$ cat src/design/deq_pkg.sv
// ----------------------------------------------------------------------------
// deq_pkg
// Types and codes shared by the double-ended queue modules.
// ----------------------------------------------------------------------------
`default_nettype none

package deq_pkg;

  localparam int WORD_W  = 32;
  localparam int COUNT_W = 5;

  typedef enum logic [2:0] {
    CMD_NOP        = 3'd0,
    CMD_PUSH_FRONT = 3'd1,
    CMD_PUSH_REAR  = 3'd2,
    CMD_POP_FRONT  = 3'd3,
    CMD_POP_REAR   = 3'd4
  } cmd_code_t;

  typedef enum logic [1:0] {
    ERR_OK    = 2'd0,
    ERR_EMPTY = 2'd1,
    ERR_FULL  = 2'd2
  } err_code_t;

  typedef enum logic [1:0] {
    ST_IDLE,
    ST_READ,
    ST_LOAD
  } deq_state_t;

  typedef struct packed {
    logic [2:0]               command;
    logic signed [WORD_W-1:0] value;
  } cmd_item_t;

  typedef struct packed {
    logic signed [WORD_W-1:0] front_value;
    logic signed [WORD_W-1:0] rear_value;
    logic [COUNT_W-1:0]       entry_count;
    logic                     is_empty;
    logic [1:0]               error_code;
  } rsp_item_t;

  typedef struct packed {
    logic               load;
    logic               empty;
    logic [1:0]         error_code;
    logic [COUNT_W-1:0] entry_count;
  } deq_status_t;

endpackage

`default_nettype wire

$ cat src/design/deq_ram.sv
// ----------------------------------------------------------------------------
// deq_ram
// Generic RAM: one write port, two read ports, registered read data.
// ----------------------------------------------------------------------------
`default_nettype none

module deq_ram #(
  parameter int WIDTH  = 32,
  parameter int DEPTH  = 16,
  parameter int ADDR_W = $clog2(DEPTH)
) (
  input  wire logic              clk,
  input  wire logic              wr_en,
  input  wire logic [ADDR_W-1:0] wr_addr,
  input  wire logic [WIDTH-1:0]  wr_data,
  input  wire logic [ADDR_W-1:0] rd_addr_a,
  output logic      [WIDTH-1:0]  rd_data_a,
  input  wire logic [ADDR_W-1:0] rd_addr_b,
  output logic      [WIDTH-1:0]  rd_data_b
);

  logic [WIDTH-1:0] mem [DEPTH];

  always_ff @(posedge clk) begin
    if (wr_en) begin
      mem[wr_addr] <= wr_data;
    end
    rd_data_a <= mem[rd_addr_a];
    rd_data_b <= mem[rd_addr_b];
  end

endmodule

`default_nettype wire

$ cat src/design/deq_ctrl.sv
// ----------------------------------------------------------------------------
// deq_ctrl
// Command sequencer: ring pointers, occupancy, RAM write and read addressing.
// ----------------------------------------------------------------------------
`default_nettype none

module deq_ctrl #(
  parameter int DEPTH  = 16,
  parameter int IDX_W  = $clog2(DEPTH)
) (
  input  wire logic                 clk,
  input  wire logic                 rst,
  input  wire logic                 cmd_valid,
  output logic                      cmd_stall,
  input  wire deq_pkg::cmd_item_t   cmd,
  input  wire logic                 out_free,
  output logic                      wr_en,
  output logic [IDX_W-1:0]          wr_addr,
  output logic [deq_pkg::WORD_W-1:0] wr_data,
  output logic [IDX_W-1:0]          rd_addr_front,
  output logic [IDX_W-1:0]          rd_addr_rear,
  output deq_pkg::deq_status_t      status
);
  import deq_pkg::*;

  localparam int OCC_W = $clog2(DEPTH + 1);

  deq_state_t       state, state_next;
  logic [IDX_W-1:0] head_index, head_index_next;
  logic [IDX_W-1:0] tail_index, tail_index_next;
  logic [OCC_W-1:0] occupancy, occupancy_next;
  err_code_t        err, err_next;
  logic             accept, full, empty;
  logic [OCC_W+COUNT_W-1:0] occ_ext;

  function automatic logic [IDX_W-1:0] ring_next(input logic [IDX_W-1:0] i);
    return (i == IDX_W'(DEPTH - 1)) ? '0 : i + 1'b1;
  endfunction

  function automatic logic [IDX_W-1:0] ring_prev(input logic [IDX_W-1:0] i);
    return (i == '0) ? IDX_W'(DEPTH - 1) : i - 1'b1;
  endfunction

  assign full   = (occupancy == OCC_W'(DEPTH));
  assign empty  = (occupancy == '0);
  assign accept = cmd_valid && !cmd_stall;

  always_ff @(posedge clk) begin
    if (rst) begin
      state      <= ST_IDLE;
      head_index <= '0;
      tail_index <= '0;
      occupancy  <= '0;
      err        <= ERR_OK;
    end else begin
      state      <= state_next;
      head_index <= head_index_next;
      tail_index <= tail_index_next;
      occupancy  <= occupancy_next;
      err        <= err_next;
    end
  end

  always_comb begin
    state_next         = state;
    head_index_next    = head_index;
    tail_index_next    = tail_index;
    occupancy_next     = occupancy;
    err_next           = err;
    cmd_stall          = 1'b1;
    wr_en              = 1'b0;
    wr_addr            = tail_index;
    wr_data            = cmd.value;
    status.load        = 1'b0;
    status.empty       = empty;
    status.error_code  = err;
    status.entry_count = occ_ext[COUNT_W-1:0];
    unique case (state)
      ST_IDLE: begin
        cmd_stall = 1'b0;
        if (accept) begin
          err_next   = ERR_OK;
          state_next = ST_READ;
          case (cmd.command)
            CMD_PUSH_FRONT: begin
              if (full) begin
                err_next = ERR_FULL;
              end else begin
                head_index_next = ring_prev(head_index);
                wr_en           = 1'b1;
                wr_addr         = ring_prev(head_index);
                occupancy_next  = occupancy + 1'b1;
              end
            end
            CMD_PUSH_REAR: begin
              if (full) begin
                err_next = ERR_FULL;
              end else begin
                tail_index_next = ring_next(tail_index);
                wr_en           = 1'b1;
                occupancy_next  = occupancy + 1'b1;
              end
            end
            CMD_POP_FRONT: begin
              if (empty) begin
                err_next = ERR_EMPTY;
              end else begin
                head_index_next = ring_next(head_index);
                occupancy_next  = occupancy - 1'b1;
              end
            end
            CMD_POP_REAR: begin
              if (empty) begin
                err_next = ERR_EMPTY;
              end else begin
                tail_index_next = ring_prev(tail_index);
                occupancy_next  = occupancy - 1'b1;
              end
            end
            default: ;
          endcase
        end
      end
      ST_READ: begin
        state_next = ST_LOAD;
      end
      ST_LOAD: begin
        if (out_free) begin
          status.load = 1'b1;
          state_next  = ST_IDLE;
        end
      end
      default: begin
        state_next = ST_IDLE;
      end
    endcase
  end

  // read ports always track the current ends; the RAM registers the read data
  assign rd_addr_front = head_index;
  assign rd_addr_rear  = ring_prev(tail_index);

  assign occ_ext = {{COUNT_W{1'b0}}, occupancy};

endmodule

`default_nettype wire

$ cat src/design/double_ended_queue.sv
// ----------------------------------------------------------------------------
// double_ended_queue
// Ring-buffer deque of signed 32-bit words with one response per command.
// ----------------------------------------------------------------------------
// Each command runs in steps: the accept step updates the ring pointers and
// writes a pushed word into the RAM, the read step reads both ends from the
// dual-read RAM, and the load step loads the response register. A stalled
// response holds the sequencer in the load step. The next command is
// accepted while a loaded response still waits to be taken. The RAM has no
// reset; only control state is cleared.
`default_nettype none

module double_ended_queue #(
  parameter int DEPTH = 16
) (
  input  wire logic               clk,
  input  wire logic               rst,
  input  wire logic               cmd_valid,
  output logic                    cmd_stall,
  input  wire deq_pkg::cmd_item_t cmd,
  output logic                    rsp_valid,
  input  wire logic               rsp_stall,
  output deq_pkg::rsp_item_t      rsp
);
  import deq_pkg::*;

  localparam int IDX_W = $clog2(DEPTH);

  logic               wr_en;
  logic [IDX_W-1:0]   wr_addr;
  logic [WORD_W-1:0]  wr_data;
  logic [IDX_W-1:0]   rd_addr_front, rd_addr_rear;
  logic [WORD_W-1:0]  rd_front, rd_rear;
  logic               out_free;
  deq_status_t        status;

  assign out_free = !rsp_valid || !rsp_stall;

  deq_ctrl #(
    .DEPTH (DEPTH),
    .IDX_W (IDX_W)
  ) u_ctrl (
    .clk           (clk),
    .rst           (rst),
    .cmd_valid     (cmd_valid),
    .cmd_stall     (cmd_stall),
    .cmd           (cmd),
    .out_free      (out_free),
    .wr_en         (wr_en),
    .wr_addr       (wr_addr),
    .wr_data       (wr_data),
    .rd_addr_front (rd_addr_front),
    .rd_addr_rear  (rd_addr_rear),
    .status        (status)
  );

  deq_ram #(
    .WIDTH  (WORD_W),
    .DEPTH  (DEPTH),
    .ADDR_W (IDX_W)
  ) u_ram (
    .clk       (clk),
    .wr_en     (wr_en),
    .wr_addr   (wr_addr),
    .wr_data   (wr_data),
    .rd_addr_a (rd_addr_front),
    .rd_data_a (rd_front),
    .rd_addr_b (rd_addr_rear),
    .rd_data_b (rd_rear)
  );

  always_ff @(posedge clk) begin
    if (rst) begin
      rsp_valid <= 1'b0;
    end else if (status.load) begin
      rsp_valid <= 1'b1;
    end else if (!rsp_stall) begin
      rsp_valid <= 1'b0;
    end
  end

  always_ff @(posedge clk) begin
    if (status.load) begin
      rsp.front_value <= status.empty ? '1 : rd_front;
      rsp.rear_value  <= status.empty ? '1 : rd_rear;
      rsp.entry_count <= status.entry_count;
      rsp.is_empty    <= status.empty;
      rsp.error_code  <= status.error_code;
    end
  end

endmodule

`default_nettype wire

$ cat config.mk
export PLATFORM = sky130hd
export DESIGN_NAME = double_ended_queue
export DESIGN_NICKNAME = d
export VERILOG_FILES = /design/src/design/deq_pkg.sv /design/src/design/deq_ram.sv /design/src/design/deq_ctrl.sv /design/src/design/double_ended_queue.sv
export SDC_FILE = /design/constraint.sdc
export NUM_CORES = 1
export LEC_CHECK = 0
export ABC_AREA = 1
export BUFFER_PORTS_ARGS = -buffer_cell sky130_fd_sc_hd__buf_2
export CAP_MARGIN = 20
export CORE_MARGIN = 5
export CORE_UTILIZATION = 30
export DETAILED_ROUTE_END_ITERATION = 7
export PLACE_DENSITY = 0.56
export REMOVE_ABC_BUFFERS = 1
export SYNTH_ARGS = -nofsm -noshare
export SYNTH_HDL_FRONTEND = slang
export SYNTH_HIERARCHICAL = 1
export SYNTH_SLANG_ARGS = --single-unit
$ cat constraint.sdc
create_clock -name clk -period 12.05 [get_ports clk]
set_input_delay 2.41 -clock clk [delete_from_list [all_inputs] [get_ports clk]]
set_output_delay 2.41 -clock clk [all_outputs]
set_load 0.01 [all_outputs]
==> key figures <==
Floorplanning
  – Die outline area: 117000 um^2
  – Initial Util: 0.302
  – Row count: 121
  – Core area: 109000 um^2
  – DIE WIDTH: 341 um
  – Die Ht: 341 um
  – Top-Level Pins: 113

Critical path
  – Data arrival, critical path: 5.33 ns
  – CP max FO: 18
  – Reg2reg start: u_ctrl/tail_index[0]
  – Reg2reg end: u_ram/rd_data_b[15]
  – Worst EP required: 12.31 ns
  – Most frequent CP cell: nand2_1
  – Critical-path top delay cell: nor3b_1
  – Reg2reg setup slack: 7.86 ns
  – CP Capture Type: register
  – Crit Path Category: in -> reg
  – CP cell instances: buf_2 -> inv_2 -> nand3_2 -> nand2_1 -> nor3b_1 -> nand2_1 -> nor2_4 -> buf_4
  – Critical Path End: u_ram/mem[2][23]
  – Startpoint types: input pin
  – Reg2Reg Depth: 11
  – Crit-path max cell delay: 0.72 ns
  – Crit path launch: cmd[34]

Timing
  – # setup viols final: 0
  – Max Clock Freq: 197 MHz
  – Worst Tran Pin Value: 1.15 ns
  – Final Max Tran Viols: 0
  – Final period util: 0.420
  – Final min period: 5.07 ns
  – Slew Limit Headroom: 0.235
  – RSZ-0062 raised after global routing: false
  – Fin worst setup slack: 6.98 ns
  – Final Hold Viols: 0
  – Setup TNS: 0 ns
  – Hold_ws: 0.420 ns
  – Final Skew: 0.0175 ns

Yosys
  – Fraction of registers with async set/reset: 0
  – Post-synthesis cell area: 32900 um^2
  – Post-Syn Area per Cell: 8.92 um^2
  – Number of synthesized flops with an enable pin: 584
  – Flops & latches, synth: 666
  – Synthesis warning total: 6
  – Synth cell types: 41
  – Mapped Cells: 3695
  – Ys flop type: edfxtp_1
  – Sequential share of the synthesized area: 0.582

Detailed routing
  – Post-DR vias/cell: 4.88
  – DRC viols: 0
  – DRT iter0 DRCs: 2572
  – Via count: 25118
  – Final wirelength: 97.8 mm
  – Drt first pass iters: 6
  – Drt wl/cell: 19.0 um
  – Post-DRT Antenna Nets: 0

Clock tree
  – Clk_lat worst skew: 0.63 ns
  – # resized after CTS: 0
  – CTS Hold Buffers Added: 0
  – CTS tree: built
  – CTS Root Buffer Type: clkbuf_16
  – H-tree levels: 3
  – Num CTS Buffers: 73
  – Postcts setup bufs: 0
  – Longest Clk Path Bufs: 3
  – Worst-path clk slew: 0.06 ns
  – TritonCTS Sinks: 666

Flow run
  – Max-capacitance violation count: 0

Worst hold path
  – Hold Path Stages: 0
  – Hold Path Class: reg -> reg

Placed design
  – Detailed placer's ending HPWL: 52.7 mm
  – Number of port buffers: 112
  – Gpl congestion: 0.781
  – Placed Cells: 5012
  – DP Worst Slack: 6.42 ns

Global routing
  – Grt peak-use layer: met2
  – M3 GR Usage: 0.0245
  – M2 GR Usage: 0.266
  – Met1 Track Usage GR: 0.219
  – GRT Overall Usage: 0.162
  – Global-route wire length before repair: 147 mm
  – Vias in the first global route: 24013
  – Initial antenna violation count: 6
  – Grt total ovfl: 0
  – Largest net degree at the start of global routing: 134

Final layout
  – Register area: 19200 um^2
  – Final net count: 3723
  – Fillers: 11082
  – Multi-input logic area: 10100 um^2
  – P&R area growth vs syn: 11.6%
  – Post-route insts no fill: 5151
  – Ratio of cells with drive above 1 in the final layout: 0.0894

Power and ir drop
  – Tot Pwr: 5.53 mW
  – PD cells: 150 nW/um^2
  – Static leakage: 15.5 nW
  – Worst vdd ir: 97.4 uV

Run status
  – Status: completed
==> area by class of cell <==
class                      instances  area share
inverter                         547      0.0565
clock buffer                      92      0.0530
sequential                       666       0.522
antenna                            1   0.0000681
multi-input combinational       2230       0.276
clock inverter                    44      0.0178
tap                             1414      0.0481
timing repair buffer             157      0.0269
==> per-stage QoR <==
| step | util | area [um^2] |
|---|---|---|
| after floorplan | - | 31200 |
| after detailed placement | 0.313 | 34100 |
| after CTS | 0.337 | 36700 |
| final | 0.337 | 36800 |
| after global routing | 0.337 | 36800 |
| after global placement | 0.312 | 34000 |
==> how the worst min path moves through the flow <==
stage / to / start
6_report: rsp[0] / u_ctrl/err[0]
5_1_grt: rsp[0] / u_ctrl/err[0]
4_1_cts: rsp[0] / u_ctrl/err[0]
3_5_place_dp: rsp[1] / u_ctrl/err[1]
3_3_place_gp: rsp[1] / u_ctrl/err[1]
2_1_floorplan: rsp[0] / u_ctrl/err[0]
==> kinds of logic after synthesis <==
| kind of cell | share of synthesized area |
|---|---|
| AND/OR/NAND/NOR | 0.293 |
| buffers and inverters | 0.115 |
| flip-flops | 0.582 |
| AO/OA/AOI/OAI | 0.00460 |
| adder cells (fa/ha/maj) | 0.00365 |
| XOR/XNOR | 0.00239 |
==> synthesized netlist by cell type (5+ instances only) <==
| cell type | n | area share |
|---|---|---|
| nand2_1 | 1142 | 0.13 |
| nand3_1 | 910 | 0.14 |
| edfxtp_1 | 584 | 0.53 |
| inv_1 | 537 | 0.061 |
| buf_2 | 100 | 0.015 |
| dfxtp_1 | 82 | 0.050 |
| or2_1 | 60 | 0.011 |
| buf_6 | 57 | 0.019 |
| buf_4 | 52 | 0.012 |
| nor2_1 | 38 | 0.0043 |
| buf_1 | 21 | 0.0024 |
| clkbuf_1 | 19 | 0.0022 |
| a21oi_1 | 12 | 0.0018 |
| o21ai_0 | 10 | 0.0015 |
| ha_1 | 8 | 0.0030 |
| inv_2 | 7 | 0.00080 |
| nand2_2 | 5 | 0.00095 |
| nor3_1 | 5 | 0.00076 |
| xor2_1 | 5 | 0.0013 |
==> critical path: cells and delay by family <==
| kind | cells | cell delay [ns] |
|---|---|---|
| simple gates | 5 | 2.12 |
| buf+inv | 3 | 0.76 |
==> power breakdown <==
group	leakage, nW	internal, mW	switching [mW]	total [mW]
logic	8.32	0.144	0.370	0.514
registers	5.92	2.59	0.0254	2.61
clock network	1.24	1.44	0.960	2.40
==> routing by layer <==
metal	vias to the layer above	part of all wire
li1	11896	-
met1	11886	0.43
met2	1134	0.46
met3	194	0.080
met4	8	0.030
met5	-	0.00036
==> flip-flops by register name (all words and copies together), names as in the netlist <==
name                  count
u_ram/rd_data_a          32
u_ram/rd_data_b          32
u_ctrl/state              2
u_ctrl/rd_addr_front      4
u_ram/mem               512
u_ctrl/err                2
rsp_valid                 1
u_ctrl/tail_index         4
u_ctrl/occupancy          5
rsp                      72
==> cell usage in the layout (no fill, tap or decap), drive strengths merged, types with 13 or more instances in the layout <==
cell type / synthesis / layout
nor2: 43 / 43
buf: 232 / 157
clkinv: 1 / 23
edfxtp: 584 / 584
dfxtp: 82 / 82
nand3: 915 / 915
nand2: 1150 / 1150
clkbuf: 20 / 92
bufinv: 0 / 13
inv: 546 / 547
a21oi: 13 / 13
or2: 64 / 64
No activity file was read; power rests on OpenSTA's default activity.
